--- src/rtl/core/npps_pkg.sv ---
// shared types and constants for the priority scheduler core
`timescale 1ns / 1ps
package npps_pkg;

  localparam int MAX_PROCESSES = 16;
  localparam int IDX_W = $clog2(MAX_PROCESSES);
  localparam int CNT_W = $clog2(MAX_PROCESSES + 1);

  typedef struct packed {
    logic [15:0] arrival_time;
    logic [15:0] burst_time;
    logic [7:0]  job_priority;
    logic        last_job;
  } job_in_t;

  typedef struct packed {
    logic [3:0]  job_index;
    logic [23:0] completion_time;
    logic        last_result;
  } result_t;

  // running best pick and earliest pending arrival along the cell row
  typedef struct packed {
    logic             best_ok;
    logic [7:0]       best_prio;
    logic [IDX_W-1:0] best_idx;
    logic [15:0]      best_burst;
    logic             min_ok;
    logic [15:0]      min_arr;
  } chain_t;

endpackage

--- src/rtl/core/npps_cell.sv ---
// one job cell: holds a record and folds it into the passing pick
`timescale 1ns / 1ps
module npps_cell (
  input  logic                    clk,
  input  logic                    rst,
  input  logic [npps_pkg::IDX_W-1:0] idx,
  input  logic                    valid,
  input  logic                    wr_en,
  input  npps_pkg::job_in_t       wr_data,
  input  logic                    clear_done,
  input  logic                    set_done,
  input  logic [npps_pkg::IDX_W-1:0] set_idx,
  input  logic [23:0]             cur_time,
  input  npps_pkg::chain_t        left,
  output npps_pkg::chain_t        right
);
  import npps_pkg::*;

  logic [15:0] arrival;
  logic [15:0] burst;
  logic [7:0]  prio;
  logic        done;
  logic        ready;
  logic        pend;
  chain_t      right_next;

  // record storage
  always_ff @(posedge clk) begin
    if (wr_en) begin
      arrival <= wr_data.arrival_time;
      burst   <= wr_data.burst_time;
      prio    <= wr_data.job_priority;
    end
  end

  // done flag
  always_ff @(posedge clk) begin
    if (rst || clear_done) begin
      done <= 1'b0;
    end else if (set_done && set_idx == idx) begin
      done <= 1'b1;
    end
  end

  // fold own record into the incoming candidate
  always_comb begin
    pend  = valid && !done;
    ready = pend && ({8'd0, arrival} <= cur_time);
    right_next = left;
    if (ready && (!left.best_ok || prio > left.best_prio)) begin
      right_next.best_ok    = 1'b1;
      right_next.best_prio  = prio;
      right_next.best_idx   = idx;
      right_next.best_burst = burst;
    end
    if (pend && (!left.min_ok || arrival < left.min_arr)) begin
      right_next.min_ok  = 1'b1;
      right_next.min_arr = arrival;
    end
  end

  always_ff @(posedge clk) begin
    right <= right_next;
  end

endmodule

--- src/rtl/core/nonpreemptive_priority_scheduler_core.sv ---
// top level: job loading, cell row and schedule sequencer
//
//  channel   signals                  direction  handshake
//  job in    start, busy, job_in      in         start && !busy
//  result    result_valid, result     out        strobe, one cycle
//
// Records load one per cycle while idle. After the record marked last, the
// sequencer lets the cell row settle for the earliest arrival, then lets it
// settle again for each pick (plus one more settle when time jumps to the
// next arrival). busy is high during the run.
// Synchronous reset clears the job count, done flags and sequencer.
// Results are strobed for one cycle; the receiver cannot stall.
`timescale 1ns / 1ps
module nonpreemptive_priority_scheduler_core (
  input  logic              clk,
  input  logic              rst,
  input  logic              start,
  input  npps_pkg::job_in_t job_in,
  output logic              busy,
  output logic              result_valid,
  output npps_pkg::result_t result
);
  import npps_pkg::*;

  typedef enum logic [1:0] {S_IDLE, S_MIN, S_PICK} state_t;

  state_t           state;
  logic [CNT_W-1:0] count;
  logic [CNT_W-1:0] settle;
  logic [CNT_W-1:0] picked;
  logic [23:0]      cur_time;
  logic             accept;
  logic             settled;
  logic             pick_fire;
  chain_t           chain [0:MAX_PROCESSES];

  assign busy      = (state != S_IDLE);
  assign accept    = start && !busy;
  assign settled   = (settle == CNT_W'(MAX_PROCESSES));
  assign pick_fire = (state == S_PICK) && settled && chain[MAX_PROCESSES].best_ok;
  assign chain[0]  = '0;

  // row of job cells
  for (genvar i = 0; i < MAX_PROCESSES; i++) begin : g_cell
    npps_cell u_cell (
      .clk        (clk),
      .rst        (rst),
      .idx        (IDX_W'(i)),
      .valid      (CNT_W'(i) < count),
      .wr_en      (accept && count < CNT_W'(MAX_PROCESSES)
                   && count[IDX_W-1:0] == IDX_W'(i)),
      .wr_data    (job_in),
      .clear_done (accept && job_in.last_job),
      .set_done   (pick_fire),
      .set_idx    (chain[MAX_PROCESSES].best_idx),
      .cur_time   (cur_time),
      .left       (chain[i]),
      .right      (chain[i+1])
    );
  end

  // sequencer and result register
  always_ff @(posedge clk) begin
    if (rst) begin
      state        <= S_IDLE;
      count        <= '0;
      settle       <= '0;
      picked       <= '0;
      cur_time     <= '0;
      result_valid <= 1'b0;
    end else begin
      result_valid <= 1'b0;
      if (!settled) begin
        settle <= settle + 1'b1;
      end
      case (state)
        S_IDLE: begin
          if (accept) begin
            if (count < CNT_W'(MAX_PROCESSES)) begin
              count <= count + 1'b1;
            end
            if (job_in.last_job) begin
              state  <= S_MIN;
              settle <= '0;
              picked <= '0;
            end
          end
        end
        S_MIN: begin
          if (settled) begin
            if (chain[MAX_PROCESSES].min_ok) begin
              cur_time <= {8'd0, chain[MAX_PROCESSES].min_arr};
              state    <= S_PICK;
              settle   <= '0;
            end else begin
              count <= '0;
              state <= S_IDLE;
            end
          end
        end
        S_PICK: begin
          if (settled) begin
            settle <= '0;
            if (chain[MAX_PROCESSES].best_ok) begin
              cur_time <= cur_time + {8'd0, chain[MAX_PROCESSES].best_burst};
              result_valid <= 1'b1;
              result.job_index <= 4'(chain[MAX_PROCESSES].best_idx);
              result.completion_time <=
                cur_time + {8'd0, chain[MAX_PROCESSES].best_burst};
              result.last_result <= (picked + 1'b1 == count);
              picked <= picked + 1'b1;
              if (picked + 1'b1 == count) begin
                count <= '0;
                state <= S_IDLE;
              end
            end else begin
              // nothing ready: jump to the next arrival
              cur_time <= {8'd0, chain[MAX_PROCESSES].min_arr};
            end
          end
        end
        default: state <= S_IDLE;
      endcase
    end
  end

endmodule
--- config.mk ---
export PLATFORM = sky130hd
export DESIGN_NAME = nonpreemptive_priority_scheduler_core
export DESIGN_NICKNAME = d
export VERILOG_FILES = /design/src/rtl/core/npps_pkg.sv /design/src/rtl/core/npps_cell.sv /design/src/rtl/core/nonpreemptive_priority_scheduler_core.sv
export SDC_FILE = /design/constraint.sdc
export NUM_CORES = 2
export LEC_CHECK = 0
export BUFFER_PORTS_ARGS = -buffer_cell sky130_fd_sc_hd__buf_2
export CAP_MARGIN = 20
export CORE_UTILIZATION = 50
export DETAILED_ROUTE_END_ITERATION = 16
export PLACE_DENSITY = 0.66
export SETUP_SLACK_MARGIN = 0.5
export SYNTH_ARGS = -nofsm -noshare
export SYNTH_HDL_FRONTEND = slang
export SYNTH_SLANG_ARGS = --single-unit
--- constraint.sdc ---
create_clock -name clk -period 14.1 [get_ports clk]
set_clock_uncertainty 0.05 [all_clocks]
set_input_delay 2.82 -clock clk [delete_from_list [all_inputs] [get_ports clk]]
set_output_delay 2.82 -clock clk [all_outputs]
set_load 0.05 [all_outputs]
-- After elaboration in Yosys (flattened, before gate mapping)
Index checks and enable logic that the tools add are counted.
- input port bits: 44
- output and inout bits: 31
- bits in registers: 1455
- logic and storage cells: 537
- eq/ne operators: 43
- reduce and logical (&&, ||, !) cells: 190
- magnitude comparators: 63
- bitwise operators: 3
- $add $sub $neg: 4
- multiplexer cells: 66
- operator list (kind ; count):
    two-way mux 28 bit ; 14
    <= comparator 16 x 24 -> 1 bit ; 16
    two-way mux 16 bit ; 16
    < comparator 16 bit ; 15
    > comparator 8 bit ; 15
    logical AND 1 bit ; 99
    two-way mux 24 bit ; 4
    two-way mux 5 bit ; 17
    == test 4 bit (second input constant) ; 16
    case mux 24 bit (2 select lines) ; 1
    logical NOT 1 bit ; 47
    < comparator 4 x 5 -> 1 bit (first input constant) ; 8
    == test 4 x 3 -> 1 bit (second input constant) ; 8
    logical OR 1 bit ; 31
    case mux 5 bit (3 select lines) ; 2
    two-way mux 29 bit ; 1
    adder 24 x 16 -> 24 bit ; 1
    < comparator 3 x 5 -> 1 bit (first input constant) ; 4
    two-way mux 17 bit ; 1
    == test 4 x 2 -> 1 bit (second input constant) ; 4
    adder 5 x 1 -> 5 bit (second input constant) ; 3
    two-way mux 2 bit ; 7
    inequality test 2 bit (second input constant) ; 6
    < comparator 1 x 5 -> 1 bit (first input constant) ; 2
    other kinds (21) ; 31

-- Depth between registers and ports, before layout
- depth after elaboration: 6
- gate-level depth with buffers: 11
- depth with buffers taken out: 10

-- By module
From an unflattened synthesis, not the netlist that was laid out.
- cells, all modules: 6418
- area total of the unflattened synthesis: 72823.6 um^2
- modules (own cells, without submodules) (module ; cells an instance ; area an instance (um^2) ; times used ; seq. area each (um^2)):
    npps_cell at g_cell[0].u_cell ... ; 382 ; 4341.7 ; 14 ; 2142.1
    nonpreemptive_priority_scheduler_core ; 496 ; 4245.3 ; 1 ; 1711.6
    npps_cell at g_cell[9].u_cell ; 287 ; 3903.7 ; 1 ; 2142.1
    npps_cell at g_cell[2].u_cell ; 287 ; 3891.2 ; 1 ; 2142.1

-- Least setup slack after synthesis
OpenSTA, ideal clock, no wires.
- path kind: input -> register
- from: input start
- to: register g_cell[3].u_cell.arrival[0] (enable)
- required time: 13.563 ns
- stages on the path: 4
- arrival: 5.910 ns
- library setup time: 0.487 ns
- path slack: 7.653 ns
- cells stage by stage: nand2_1 nor2_1 nand2_1 nor3_1
- cells in the longest elaborated chain, start to end: 3
- RTL lines (what ; line ; RTL):
    start: declaration ; nonpreemptive_priority_scheduler_core.sv:17 ; input logic start,
    logical AND 1 bit ; nonpreemptive_priority_scheduler_core.sv:38 ; assign accept = start && !busy;
    logical AND 1 bit ; nonpreemptive_priority_scheduler_core.sv:50 ; .wr_en (accept && count < CNT_W'(MAX_PROCESSES)
    logical AND 1 bit ; nonpreemptive_priority_scheduler_core.sv:51 ; && count[IDX_W-1:0] == IDX_W'(i)),
    named net g_cell[3].u_cell.wr_en ; npps_cell.sv:8 ; input logic wr_en,
    end signal: assignment ; npps_cell.sv:30 ; arrival <= wr_data.arrival_time;
    end: declaration ; npps_cell.sv:19 ; logic [15:0] arrival;
The timed path passes the listed nets, and every way through them passes these cells.
A chain may end at the register's enable or synchronous reset.

-- Final worst setup path
- from: register state[0]
- to: output busy
- cells in the longest elaborated chain, start to end: 1
- RTL lines (what ; line ; RTL):
    start: declaration ; nonpreemptive_priority_scheduler_core.sv:27 ; state_t state;
    start signal: assignment ; nonpreemptive_priority_scheduler_core.sv:65 ; state <= S_IDLE;
    start signal: assignment ; nonpreemptive_priority_scheduler_core.sv:83 ; state <= S_MIN;
    start signal: assignment ; nonpreemptive_priority_scheduler_core.sv:93 ; state <= S_PICK;
    nonzero test 2 bit ; nonpreemptive_priority_scheduler_core.sv:37 ; assign busy = (state != S_IDLE);
    end: declaration ; nonpreemptive_priority_scheduler_core.sv:19 ; output logic busy,
No other way between the ends.

==> flow_metrics.tcl <==
set metrics [dict create \
    outcome "completed" \
    cp_cell_sequence "inv_1, ha_1, inv_1, buf_2" \
    drt_iter0_drc 1936 \
    layout_setup_ws_ns 9.23 \
    track_usage_pct 21.2 \
    ctsHoldBuffers 0 \
    ant_nets 0 \
    post-cts-setup-buffers 0 \
    die_h_um 351 \
    tightest_slew_ns 1.13 \
    antenna_found_initial 4 \
    antenna_cells 0 \
    synth_cell_types 79 \
    finalPower_mw 10.9 \
    p_leak_nw 26.7 \
    fin_tns_setup_ns 0 \
    worstPathArrival_ns 2.00 \
    slew_viol_final 0 \
    crit_path_end "busy" \
    root_buffer "clkbuf_16" \
    drive_gt1_share_pct 18.6 \
    layout.nets 5440 \
    io_buffers 74 \
    cts_resized 0 \
    final_hold_viol_count 0 \
    timing.fmax_mhz 205 \
    viasPerCell 5.38 \
    fin_crit_sh_pct 34.5 \
    wl_per_cell_um 19.9 \
    crit_top_cell "inv_1" \
    fp.coreArea_sq_um 120000 \
    layout_commonest_cell "dfxtp_1" \
    htreeDepth 4 \
    start_util_pct 50.6 \
    grt_pass1_vias 35896 \
    synth_area_sq_um 60900 \
    clock_latency_ns 0.77 \
    crit_fanout 7 \
    yosysWarnings 0 \
    numCtsBuffers 150 \
    whs_ns 0.353 \
    relSlewSlack_pct 24.5 \
    grt-ovfl-total 0 \
    ys_ff_latch 1440 \
    rsz0062_at_grt "no" \
    worstRegToRegCells 8 \
    grt_pass1_wl_um 200000 \
    wirelength_um 130000 \
    crit_start "state[0]" \
    powerDensity_nw_per_um2 160 \
    hold_depth 1 \
    reg2reg_from "cur_time[6]" \
    crit_required_ns 11.23 \
    die_area_sq_um 123000 \
    grt_max_degree 41 \
    firstDrtPassIters 5 \
    synth-main-ff-cell "dfxtp_1" \
    cts_tree "built" \
    synthCells 4581 \
    gp_congestion 0.873 \
    synthesis.nets 5255 \
    regToRegSetupSlack_ns 10.24 \
    rows 127 \
    pre_cts_ws_ns 8.96 \
    crit_slowest_cell "dfxtp_1" \
    final_cell_mix "dfxtp_1 (771), edfxtp_1 (669), ha_1 (629)" \
    syn_area_per_cell_sq_um 13.3 \
    worstSetupPathType "flip-flop to output pin" \
    synth-seq-area-share_pct 58.3 \
    cts.clk_slew.worst_paths_ns 0.06 \
    cts_max_path_buffers 3 \
    place_hpwl_um 93200 \
    cts.sinks 1440 \
    min_period_ns 4.87 \
    hold_path.class "flip-flop to flip-flop" \
    areaGrowthSynthToFinish_pct 11.9 \
    drv_cap 0 \
    startpoint_type "flip-flop" \
    max_stage_delay_ns 0.38 \
    setup_viol 0 \
    async_flop_share_pct 0 \
    fp.dieW_um 351 \
    r2r_end "g_cell[13].u_cell.right[19]" \
    synth_edf_count 669 \
    via_count 35014 \
    io_pins 75 \
    setup.worst_path.end_class "output pin" \
    drcViolationCount 0 \
    max-vdd-ir-drop_mv 0.141 \
]
-- synthesized netlist by cell type (all sizes together) (3+ instances only) --
cell	number	area share [%]
or3	8	0.082
nand3	38	0.32
nor3	29	0.24
inv	400	2.5
clkbuf	25	0.15
a21o	66	0.81
a221o	13	0.21
ha	629	13
xor2	13	0.19
nand4	104	1.1
nor2	129	0.81
a21oi	252	2.2
a21boi	3	0.055
a221oi	17	0.24
buf	58	0.87
o21bai	21	0.26
and3	18	0.18
o211ai	45	0.74
a311oi	9	0.13
o31a	4	0.057
o31ai	18	0.27
a31oi	20	0.21
o21ai	126	1.0
and2	60	0.62
a31o	9	0.13
or4	5	0.074
a2111oi	20	0.33
edfxtp	669	33
mux2	594	11
nand2b	83	0.85
a22oi	7	0.086
o22ai	17	0.17
a211oi	32	0.39
or2	10	0.10
xnor2	19	0.27
nand2	154	0.95
dfxtp	771	25
o21a	13	0.16
o311ai	3	0.055
nand3b	3	0.037
nor2b	44	0.45
-- final cells by class --
type	count	area (sq um)
sequential	1440	35500
tap	1612	2020
multi-input combinational	2658	23400
fill	9819	52300
inverter	400	1500
clock buffer	227	4420
timing repair buffer	116	846
clock inverter	51	492
-- state kept, by name, summed over array words and instances, names as in the netlist, 16 cells and up --
register               count
cur_time                  24
g_cell.u_cell.prio       128
g_cell.u_cell.arrival    256
g_cell.u_cell.done        16
g_cell.u_cell.right      713
g_cell.u_cell.burst      256
result                    29
-- power by group --
group	total (mW)	leakage, nW	switching [mW]	internal, mW
clock	3.85	2.41	1.61	2.24
combinational	1.66	12.0	0.835	0.821
sequential	5.38	12.3	0.316	5.06
total	10.9	26.7	2.76	8.12
-- worst max-delay path, delay by kind of cell, from the launching register on --
kind                     cells  cell delay (ns)
adder cells (fa/ha/maj)      1             0.29
buffers and inverters        3             0.57
flip-flops                   1             0.38
-- per-layer routing --
metal  share of wire, %  up-vias  track usage, %
met2                 48      702            36.4
li1                   -    17123               -
met4                3.7        2            8.67
met3                3.8      282            3.23
met5              0.010        -               0
met1                 44    16905            26.6
-- worst min path at each step --
stage                                 from                           to  slack [ns]
6_report        g_cell[4].u_cell.right[35]   g_cell[5].u_cell.right[35]        0.35
2_1_floorplan   g_cell[9].u_cell.right[34]  g_cell[10].u_cell.right[34]        0.34
4_1_cts         g_cell[4].u_cell.right[35]   g_cell[5].u_cell.right[35]        0.35
5_1_grt        g_cell[13].u_cell.right[36]  g_cell[14].u_cell.right[36]        0.36
3_5_place_dp    g_cell[4].u_cell.right[35]   g_cell[5].u_cell.right[35]        0.34
3_3_place_gp    g_cell[6].u_cell.right[33]   g_cell[7].u_cell.right[33]        0.34
-- metrics by stage --
step                      area, sq um  cells  utilization [%]
after CTS                       68000   6498             56.5
after global placement          63100   6217             52.4
after floorplan                 60900   4581                -
final                           68200   6504             56.6
after detailed placement        63100   6220             52.4
after global routing            68200   6504             56.6
-- kinds of logic (layout without fill, tap and decap cells) --
group | count (synthesis) | count (layout) | synth area share [%]
flip-flops | 1440 | 1440 | 58.3
AO/OA/AOI/OAI | 707 | 707 | 7.68
AND/OR/NAND/NOR | 693 | 693 | 5.90
adder cells (fa/ha/maj) | 630 | 630 | 12.9
multiplexers | 596 | 596 | 11.2
buffers and inverters | 483 | 794 | 3.48
XOR/XNOR | 32 | 32 | 0.460
(Power assumes the default switching activity.)
